==> src/sv/pps_pkg.sv <==
`timescale 1ns / 1ps
package pps_pkg;

   localparam int SAMPLE_W = 16;
   localparam int ERR_W    = 17;
   localparam int LIMIT_W  = 17;
   localparam int CLAMP_W  = 31;
   localparam int GAIN_W   = 16;
   localparam int ACC_W    = 32;
   localparam int DRIVE_W  = 32;
   localparam int CSR_IDX_W  = 3;
   localparam int CSR_DATA_W = 32;

   typedef enum logic [CSR_IDX_W-1:0] {
      CSR_ERROR_LIMIT      = 3'd0,
      CSR_DEADBAND         = 3'd1,
      CSR_SEPARATION_LIMIT = 3'd2,
      CSR_OUTPUT_LIMIT     = 3'd3,
      CSR_INTEGRAL_CLAMP   = 3'd4,
      CSR_GAIN_P           = 3'd5,
      CSR_GAIN_I           = 3'd6,
      CSR_GAIN_D           = 3'd7
   } csr_index_type;

   localparam logic REQ_COMPUTE = 1'b0;
   localparam logic REQ_CLEAR   = 1'b1;

   typedef struct packed {
      logic [LIMIT_W-1:0] error_limit;
      logic [LIMIT_W-1:0] deadband;
      logic [LIMIT_W-1:0] separation_limit;
      logic [CLAMP_W-1:0] output_limit;
      logic [CLAMP_W-1:0] integral_clamp;
      logic [GAIN_W-1:0]  gain_p;
      logic [GAIN_W-1:0]  gain_i;
      logic [GAIN_W-1:0]  gain_d;
   } cfg_type;

   typedef struct packed {
      logic                       req_type;
      logic signed [SAMPLE_W-1:0] measured;
      logic signed [SAMPLE_W-1:0] target;
   } req_item_type;

   typedef struct packed {
      logic signed [DRIVE_W-1:0] drive;
      logic                      out_of_range;
      logic signed [ERR_W-1:0]   prev_error;
      logic signed [ACC_W-1:0]   integral_acc;
   } calc_out_type;

endpackage

==> src/sv/pps_if.sv <==


interface pps_csr_if;
   import pps_pkg::*;
   logic                  valid;
   logic                  ready;
   logic [CSR_IDX_W-1:0]  index;
   logic [CSR_DATA_W-1:0] data;
   modport source (output valid, index, data, input ready);
   modport sink   (input valid, index, data, output ready);
endinterface

==> src/sv/pps_csr.sv <==
`timescale 1ns / 1ps
module pps_csr (
   input  logic             clock,
   input  logic             reset,
   pps_csr_if.sink          csr_if,
   output pps_pkg::cfg_type cfg
);
   import pps_pkg::*;

   cfg_type cfg_ff;
   cfg_type cfg_in;
   logic    write;

   assign csr_if.ready = 1'b1;
   assign write        = csr_if.valid;
   assign cfg          = cfg_ff;

   always_comb begin
      cfg_in = cfg_ff;
      if (write) begin
         unique case (csr_index_type'(csr_if.index))
            CSR_ERROR_LIMIT:      cfg_in.error_limit      = csr_if.data[LIMIT_W-1:0];
            CSR_DEADBAND:         cfg_in.deadband         = csr_if.data[LIMIT_W-1:0];
            CSR_SEPARATION_LIMIT: cfg_in.separation_limit = csr_if.data[LIMIT_W-1:0];
            CSR_OUTPUT_LIMIT:     cfg_in.output_limit     = csr_if.data[CLAMP_W-1:0];
            CSR_INTEGRAL_CLAMP:   cfg_in.integral_clamp   = csr_if.data[CLAMP_W-1:0];
            CSR_GAIN_P:           cfg_in.gain_p           = csr_if.data[GAIN_W-1:0];
            CSR_GAIN_I:           cfg_in.gain_i           = csr_if.data[GAIN_W-1:0];
            CSR_GAIN_D:           cfg_in.gain_d           = csr_if.data[GAIN_W-1:0];
            default:              cfg_in = cfg_ff;
         endcase
      end
   end

   always_ff @(posedge clock) begin
      if (reset) begin
         cfg_ff <= '{error_limit: '0, deadband: '0, separation_limit: '0,
                     output_limit: CLAMP_W'(32767), integral_clamp: CLAMP_W'(32767),
                     gain_p: '0, gain_i: '0, gain_d: '0};
      end else begin
         cfg_ff <= cfg_in;
      end
   end

endmodule

==> src/flat_wrapper.sv <==
// flat-port wrapper written by rule: the top's interface ports become plain ports
module pps_csr_flat import pps_pkg::*;
  (clock, reset, cfg, csr_if_valid, csr_if_index, csr_if_data, csr_if_ready);
  pps_csr_if csr_if_i ();
  input  logic clock;
  input  logic reset;
  output pps_pkg::cfg_type cfg;
  input wire logic [$bits(csr_if_i.valid)-1:0] csr_if_valid;
  input wire logic [$bits(csr_if_i.index)-1:0] csr_if_index;
  input wire logic [$bits(csr_if_i.data)-1:0] csr_if_data;
  output wire logic [$bits(csr_if_i.ready)-1:0] csr_if_ready;
  assign csr_if_i.valid = csr_if_valid;
  assign csr_if_i.index = csr_if_index;
  assign csr_if_i.data = csr_if_data;
  assign csr_if_ready = csr_if_i.ready;
  pps_csr u_core (.clock(clock), .reset(reset), .csr_if(csr_if_i), .cfg(cfg));
endmodule
==> config.mk <==
export PLATFORM = sky130hd
export DESIGN_NAME = pps_csr_flat
export DESIGN_NICKNAME = d
export VERILOG_FILES = /design/src/sv/pps_pkg.sv /design/src/sv/pps_if.sv /design/src/sv/pps_csr.sv /design/src/flat_wrapper.sv
export SDC_FILE = /design/constraint.sdc
export NUM_CORES = 1
export LEC_CHECK = 0
export BUFFER_PORTS_ARGS = -buffer_cell sky130_fd_sc_hd__buf_4
export CORE_MARGIN = 3
export CORE_UTILIZATION = 30
export CTS_CLUSTER_DIAMETER = 200
export CTS_CLUSTER_SIZE = 10
export DETAILED_ROUTE_END_ITERATION = 10
export PLACE_DENSITY = 0.6
export REMOVE_ABC_BUFFERS = 1
export SETUP_SLACK_MARGIN = 0.1
export SYNTH_ARGS = -nofsm -noshare
export SYNTH_HDL_FRONTEND = slang
export SYNTH_SLANG_ARGS = --single-unit
==> constraint.sdc <==
create_clock -name clock -period 1.1 [get_ports clock]
set_input_delay 0 -clock clock [delete_from_list [all_inputs] [get_ports clock]]
set_output_delay 0 -clock clock [all_outputs]
set_load 0.05 [all_outputs]
======== Word level (Yosys, flattened, before mapping) ========
Cells that the tools add are included.
cells by class
  reduce and logical (&&, ||, !) cells .... 9
  equality and inequality tests ........... 7
operator list
  kind                                                             count
  2-bit AND reduction                                              8
  3-bit == test, second input constant                             4
  3-bit by 2-bit == test with 1-bit output, second input constant  2
  3-bit by 1-bit == test with 1-bit output, second input constant  1
  3-bit logical NOT                                                1
storage, ports and cells
  output and inout port bits .............. 162
  bits of input ports ..................... 38
  register bits after elaboration ......... 161
  word-level logic and storage cells ...... 24

======== Longest topological paths before layout ========
Gate-level depths: netlist (run 1).
  depth after elaboration ................. 2
  depth in mapped cells ................... 5
  depth with buffers taken out ............ 2

======== Least setup slack after synthesis (run 1) ========
OpenSTA, ideal clock, no wires.
  path kind ............................... input -> register
  start ................................... in csr_if_index[2]
  end ..................................... reg u_core.cfg_ff, in the netlist u_core.cfg[159]
  path buffers ............................ 2
  path slack .............................. 0.034 ns
  arrival time ............................ 0.937 ns
  stages on the path ...................... 4
  cells stage by stage .................... or4b_1 > buf_6 > buf_6 > mux2i_1
on the way
  word-level cells in the longest chain between the ends .. 2
RTL lines
  element                        RTL line           RTL
  from (decl)                    flat_wrapper.sv:9  input wire logic [$bits(csr_if_i.index)-1:0] csr_if_index;
  3-bit logical NOT              pps_csr.sv:21      unique case (csr_index_type'(csr_if.index))
  2-bit AND reduction (no line)  -
  to (signal assigned)           pps_csr.sv:37      cfg_ff <= '{error_limit: '0, deadband: '0, separation_limit: '0,
  to (signal assigned)           pps_csr.sv:41      cfg_ff <= cfg_in;
  to (decl)                      pps_csr.sv:10      cfg_type cfg_ff;
No other way between the ends.
A chain may end at the register's enable or synchronous reset.

======== Final worst setup path (run 1) ========
  start ................................... reg u_core.cfg_ff, in the netlist u_core.cfg[35]
  end ..................................... out cfg[35] (netlist name)
RTL lines
  element    RTL line           RTL
  to (decl)  flat_wrapper.sv:7  output pps_pkg::cfg_type cfg;
No word-level cell between the ends.

==> flow_summary.rst, run 1 <==
.. list-table::
   :header-rows: 1

   * - Metric
     - Value
   * - Reg-to-reg critical path endpoint
     - u_core.cfg[125]
   * - Number of antenna-violating nets in the routed design
     - 0
   * - Clock transition at path regs
     - 0.07 ns
   * - Flip-flop count of the largest register after layout
     - 161
   * - Commonest cells in the netlist
     - sky130_fd_sc_hd__nand2b_1 (162), sky130_fd_sc_hd__dfxtp_1 (161), sky130_fd_sc_hd__mux2i_1 (161)
   * - Worst Path Max Fanout
     - 2
   * - Worst min path class
     - input pin to flip-flop
   * - Post-route fraction of the period consumed by the critical path
     - 88.2%
   * - Die Height
     - 151 µm
   * - Family with the most delay on the worst path
     - flip-flops
   * - Final Net Count
     - 857
   * - Depth of the worst hold-timing path
     - 3
   * - Worst-Skew Late Latency
     - 0.42 ns
   * - Outcome
     - finished, final reports clean
   * - Area occupied by multi-input gates
     - 2900 µm²
   * - Boundary pin count
     - 200
   * - Residual DRC
     - 0
   * - Buffer and inverter count on the worst path
     - 1
   * - Hold path start
     - csr_if_data[15]
   * - Grt total ovfl
     - 0
   * - Root cell of the clock tree
     - sky130_fd_sc_hd__clkbuf_16
   * - Initial standard-cell utilization of the core
     - 30.9%
   * - Layout Skew
     - 0 ns
   * - Horiz. Die Dim
     - 151 µm
   * - Hold-critical path endpoint
     - u_core.cfg[94]
   * - Post-Syn Area
     - 6300 µm²
   * - Met3 wire length
     - 1380 µm
   * - Placeable core region
     - 20400 µm²
   * - Cell area after placement
     - 8270 µm²
   * - Largest area contributor in the synthesized netlist
     - sky130_fd_sc_hd__dfxtp_1
   * - Total wire length
     - 17700 µm
   * - Setup crit start kind
     - flip-flop
   * - Final setup fails
     - 0
   * - Number of max-slew violations in the final report
     - 0
   * - Post-detailed-placement half-perimeter wirelength
     - 12100 µm
   * - Number of library cell types mapped by synthesis
     - 14
   * - IR Drop Worst-Case VDD
     - 0.00102 V
   * - Routed metal-1 wirelength
     - 8100 µm
   * - Total CTS buffers
     - 17
   * - Via-to-Cell Ratio
     - 4.34
   * - ANT cells
     - 0
   * - Maximum number of pins on one net before global-route repair
     - 44
   * - Max stage delay on crit path
     - 0.37 ns
   * - Starting DRC count in detailed routing
     - 138
   * - Yosys warnings
     - 0
   * - Fin. Hold Viols
     - 0
   * - Leakage Power
     - 4.53 nW
   * - Detailed-route via count
     - 4778
   * - # clock sinks
     - 161
   * - Row Count
     - 52
   * - First-pass GRT wire length
     - 26700 µm
   * - Post-synth ARST share
     - 0%
   * - Buffers on Ports
     - 197
   * - Worst hold slack across all endpoints
     - 0.0375 ns
   * - Post-Synthesis Cells
     - 582
   * - Reg-to-reg critical path startpoint
     - u_core.cfg[125]
   * - Power per unit of standard cell area
     - 1390 nW/µm²
   * - Worst-case register-to-register setup slack
     - 0.46 ns
   * - Cells taking the most area after synthesis
     - sky130_fd_sc_hd__dfxtp_1 (51%), sky130_fd_sc_hd__mux2i_1 (26%), sky130_fd_sc_hd__nand2b_1 (16%), sky130_fd_sc_hd__nor2_1 (2.7%), sky130_fd_sc_hd__clkbuf_1 (1.4%)
   * - Setup_tns
     - 0 ns
   * - CTS tree
     - yes
   * - Sequential element share of the synthesized area
     - 51.1%
   * - Length in cells of the worst reg-to-reg path
     - 2
   * - CTS Buffer Depth
     - 2
   * - Minimum period implied by the final worst setup slack
     - 0.970 ns
   * - Fraction of layout instances using a drive strength above 1
     - 36.7%
   * - Vias in the first global route
     - 4785
   * - Pre-antenna DRT Iters
     - 4
   * - Yosys top cell area share
     - 51.1%
   * - Master of the slowest instance on the critical path
     - sky130_fd_sc_hd__dfxtp_1
   * - FILL cells
     - 1947
   * - Final Instance Area
     - 9590 µm²
   * - Post CTS Setup Buffer Count
     - 0
   * - Number of register bits inferred by synthesis
     - 161
   * - Cell chain of the critical path
     - buf_6
   * - Worst endpoint required time
     - 1.10 ns
   * - Flip-flop cell with the highest count after synthesis
     - sky130_fd_sc_hd__dfxtp_1
   * - Count of max-cap constraint violations
     - 0
   * - Highest metal layer with signal wires
     - met4
   * - Setup repair after global routing missed its margin
     - true
   * - FMAX
     - 1030 MHz
   * - H-tree levels
     - 4
   * - Antenna violations before repair
     - 0
   * - Full die area
     - 22800 µm²
   * - Crit end category
     - output pin
   * - WL per Instance
     - 16.0 µm
   * - Growth of design area from synthesis to finish
     - 52.2%
   * - Footprint of the flip-flops and latches
     - 3270 µm²
   * - Number of enable flip-flop cells after synthesis
     - 0
   * - Global-route usage over all layers
     - 15.3%
   * - Critical setup path kind
     - flip-flop to output pin
   * - Dominant cell by count in the synthesized netlist
     - sky130_fd_sc_hd__nand2b_1
   * - Average cell area after synthesis
     - 10.8 µm²
   * - Routability-driven placement congestion ratio
     - 0.700
   * - Metal2 WL
     - 7970 µm
   * - Critical Path AT
     - 0.97 ns
## per-stage QoR
step	power [mW]	cells	setup WS, ns	utilization, %
CTS	13.5	1102	0.101	45.4
finish	13.4	1102	0.130	46.9
floorplan	7.01	538	-3.76	-
detailed placement	7.63	1040	-0.0657	40.5
global placement	7.63	1040	-0.0515	40.5
global route	13.9	1102	0.0927	46.9
## metal layers
metal  up-vias  GRT usage (%)
met5         -              0
met4         0           4.62
met3        18           5.06
met2       138           23.8
met1      2234           20.1
li1       2388              -
## how the worst max path moves through the flow
stage	start	end	depth (start not counted)
after floorplan	csr_if_index[0]	u_core.cfg[48]	2
after global placement	csr_if_index[2]	u_core.cfg[152]	4
after detailed placement	csr_if_index[2]	u_core.cfg[152]	4
after CTS	u_core.cfg[31]	cfg[31]	1
after global routing	u_core.cfg[129]	cfg[129]	1
final	u_core.cfg[35]	cfg[35]	1
## layout by cell type (no fill, tap or decap), types with 2 or more instances in the layout
master / count
sky130_fd_sc_hd__clkinv_2: 3
sky130_fd_sc_hd__buf_12: 5
sky130_fd_sc_hd__inv_6: 4
sky130_fd_sc_hd__buf_6: 111
sky130_fd_sc_hd__dfxtp_1: 123
sky130_fd_sc_hd__mux2i_1: 161
sky130_fd_sc_hd__nor2_1: 45
sky130_fd_sc_hd__clkinvlp_4: 4
sky130_fd_sc_hd__nand2b_1: 162
sky130_fd_sc_hd__dlygate4sd3_1: 30
sky130_fd_sc_hd__buf_4: 116
sky130_fd_sc_hd__clkbuf_16: 17
sky130_fd_sc_hd__nand4b_1: 3
sky130_fd_sc_hd__nand4bb_2: 2
sky130_fd_sc_hd__clkinv_4: 3
sky130_fd_sc_hd__dfxtp_2: 38
## power by group
part	switching, mW	internal, mW
clock network	2.58	3.14
logic	0.912	0.680
registers	0.0910	5.96
total	3.58	9.78
## cell families (layout without fill, tap and decap cells)
family / Yosys count / after routing / synth area share (%)
simple gates: 215 / 215 / 20.0
mux: 161 / 161 / 25.6
flops: 161 / 161 / 51.1
buf+inv: 44 / 294 / 3.26
other cells: 1 / 1 / 0.0595
## repair_timing
action / in CTS / in global routing
hold endpoints to repair: 107 / 0
setup endpoints to repair: 36 / 93
hold buffers: 30 / 0
gates resized for setup: 44 / 105
pin swaps: 0 / 0
## area by class of cell
cell class / count / area share [%]
flip-flops and latches: 161 / 34.1
multi-input cells: 377 / 30.2
repair buffers: 262 / 26.3
clock inverters: 15 / 1.42
well taps: 270 / 3.52
clock buffers: 17 / 4.44
Power figures use the tool's default switching activity.
==> run 2: changes to the inputs <==
Settings changed: CORE_UTILIZATION 30 to 46, PLACE_DENSITY 0.6 to 0.82.
==> run 2 against run 1 <==
Net effect:
- core utilization rose by 23 points
- global-route usage rose by 6.7 points
- first-iteration DRC count rose by 80%
- register-to-register slack got worse by 0.11 ns
==> flow_summary.rst, run 2 (synthesized netlist as in run 1, its figures left out) <==
.. list-table::
   :header-rows: 1

   * - Metric
     - Value
   * - Outcome
     - finished, final reports clean
   * - Grt met3 use
     - 7.00%
   * - Cell area after placement
     - 8090 µm²
   * - Boundary pin count
     - 200
   * - Residual DRC
     - 0
   * - Leading cell types in the layout, fill and taps excluded
     - sky130_fd_sc_hd__nand2b_1 (162), sky130_fd_sc_hd__mux2i_1 (161), sky130_fd_sc_hd__dfxtp_1 (148), sky130_fd_sc_hd__buf_4 (147), sky130_fd_sc_hd__buf_6 (72)
   * - Post CTS Setup Buffer Count
     - 0
   * - Clock transition at path regs
     - 0.06 ns
   * - First-pass GRT wire length
     - 25800 µm
   * - Starting DRC count in detailed routing
     - 249
   * - Global routing usage on met1
     - 24.6%
   * - Hold path start
     - csr_if_data[15]
   * - GR Util met2
     - 38.7%
   * - Crit end category
     - output pin
   * - Cell chain of the critical path
     - buf_6
   * - Most common library cell in the layout ignoring fill and taps
     - sky130_fd_sc_hd__nand2b_1
   * - Setup repair after global routing missed its margin
     - true
   * - Worst-Skew Late Latency
     - 0.42 ns
   * - Fraction of layout instances using a drive strength above 1
     - 32.7%
   * - Pre-antenna DRT Iters
     - 4
   * - Worst Setup Slack post-DPL
     - -0.0856 ns
   * - Post-route fraction of the period consumed by the critical path
     - 89.2%
   * - Worst setup slack after layout
     - 0.118 ns
   * - Area occupied by multi-input gates
     - 2900 µm²
   * - Most used routing layer in global routing
     - met2
   * - Worst Path Max Fanout
     - 2
   * - Final setup fails
     - 0
   * - Detailed-route via count
     - 4934
   * - Footprint of the flip-flops and latches
     - 3240 µm²
   * - Worst min path class
     - input pin to flip-flop
   * - Critical Path AT
     - 0.98 ns
   * - WL per Instance
     - 17.0 µm
   * - Maximum number of pins on one net before global-route repair
     - 63
   * - Final Net Count
     - 849
   * - Number of antenna-violating nets in the routed design
     - 0
   * - Family with the most delay on the worst path
     - flip-flops
   * - Total CTS buffers
     - 17
   * - Final Instance Area
     - 9290 µm²
   * - Critical setup path kind
     - flip-flop to output pin
   * - Root cell of the clock tree
     - sky130_fd_sc_hd__clkbuf_16
   * - Via-to-Cell Ratio
     - 4.94
   * - Row Count
     - 42
   * - Horiz. Die Dim
     - 123 µm
   * - Minimum period implied by the final worst setup slack
     - 0.982 ns
   * - Buffers on Ports
     - 197
   * - Number of cells in the finished layout apart from fillers
     - 999
   * - Master of the slowest instance on the critical path
     - sky130_fd_sc_hd__dfxtp_1
   * - Setup crit start kind
     - flip-flop
   * - Post-detailed-placement half-perimeter wirelength
     - 11600 µm
   * - Power per unit of standard cell area
     - 1480 nW/µm²
   * - Length in cells of the worst reg-to-reg path
     - 2
   * - Routability-driven placement congestion ratio
     - 0.770
   * - Fin. Hold Viols
     - 0
   * - Depth of the worst hold-timing path
     - 3
   * - IR Drop Worst-Case VDD
     - 0.000966 V
   * - Count of max-cap constraint violations
     - 0
   * - Die Height
     - 123 µm
   * - Buffer and inverter count on the worst path
     - 1
   * - Antenna violations before repair
     - 0
   * - FMAX
     - 1020 MHz
   * - Power Total
     - 13.8 mW
   * - ANT cells
     - 0
   * - Max stage delay on crit path
     - 0.38 ns
   * - Layout Skew
     - 0 ns
   * - Worst-case register-to-register setup slack
     - 0.35 ns
   * - Reg-to-reg critical path startpoint
     - u_core.cfg[105]
   * - Full die area
     - 15100 µm²
   * - Global-route usage over all layers
     - 21.9%
   * - Placeable core region
     - 13300 µm²
   * - Reg-to-reg critical path endpoint
     - u_core.cfg[105]
   * - H-tree levels
     - 4
   * - Vias in the first global route
     - 5116
   * - Dpl cells
     - 938
   * - Grt total ovfl
     - 0
   * - Worst endpoint required time
     - 1.10 ns
   * - # clock sinks
     - 161
   * - FILL cells
     - 924
   * - CTS Buffer Depth
     - 2
   * - Number of max-slew violations in the final report
     - 0
   * - CTS tree
     - yes
   * - Growth of design area from synthesis to finish
     - 47.4%
   * - Initial standard-cell utilization of the core
     - 47.2%
   * - Total wire length
     - 16900 µm
   * - Hold-critical path endpoint
     - u_core.cfg[47]
   * - Flip-flop count of the largest register after layout
     - 161
   * - Leakage Power
     - 4.47 nW
==> run 2: changes by cell type in the layout (fill, tap and decap cells not counted), moves of 3 or more <==
cell / change
sky130_fd_sc_hd__buf_6: -39
sky130_fd_sc_hd__buf_4: +31
sky130_fd_sc_hd__dfxtp_1: +25
sky130_fd_sc_hd__dfxtp_2: -25
sky130_fd_sc_hd__inv_6: -4
sky130_fd_sc_hd__bufinv_16: +3
==> run 2: tightest hold or removal path: cells and delay by family <==
| kind | cells | cell delay, ns |
|---|---|---|
| buffers and inverters | 1 | 0.08 |
| muxes | 1 | 0.17 |
| and+or+nand+nor | 1 | 0.18 |
==> run 2: power breakdown <==
group | internal (mW) | total (mW) | switching (mW)
logic | 0.643 | 1.54 | 0.901
registers | 5.96 | 6.06 | 0.0922
clock network | 3.90 | 6.19 | 2.29
total | 10.5 | 13.8 | 3.29
==> run 2: through the flow <==
stage | setup TNS [ns] | hold slack (ns) | util [%]
2_1_floorplan | -149.89 | 0.156 | -
3_3_place_gp | -1.04 | 0.272 | 60.6
5_1_grt | 0 | 0.0748 | 69.6
3_5_place_dp | -1.25 | 0.288 | 60.6
6_report | 0 | 0.0457 | 69.6
4_1_cts | 0 | 0.0272 | 68.2
==> run 2: repair_timing <==
| action | CTS | global route |
|---|---|---|
| hold buffers | 30 | 0 |
| gates resized for setup | 25 | 60 |
| endpoints found under the setup margin | 25 | 60 |
| endpoints found under the hold margin | 107 | 0 |
==> run 2: per-layer routing <==
layer  part of all wire (%)  up-vias  wire, µm
met5                      0        -         0
met4                    2.2        0       378
met3                    7.3       31      1240
met2                     51      157      8640
met1                     39     2375      6690
li1                       -     2371         -
==> run 2: final cells by class <==
cell class                      instances  share of cell area, %
Sequential cell                       161                   34.9
Multi-Input combinational cell        377                   31.2
Timing Repair Buffer                  254                   24.9
Clock buffer                           21                   4.95
Tap cell                              176                   2.37
Clock inverter                         10                   1.71
==> run 2: how the worst max path moves through the flow <==
stage / from / end / depth (start not counted)
final: u_core.cfg[60] / cfg[60] / 1
after global routing: u_core.cfg[141] / cfg[141] / 1
after CTS: u_core.cfg[46] / cfg[46] / 1
after detailed placement: csr_if_index[1] / u_core.cfg[144] / 4
after global placement: csr_if_index[2] / u_core.cfg[148] / 4
after floorplan: csr_if_index[0] / u_core.cfg[48] / 2
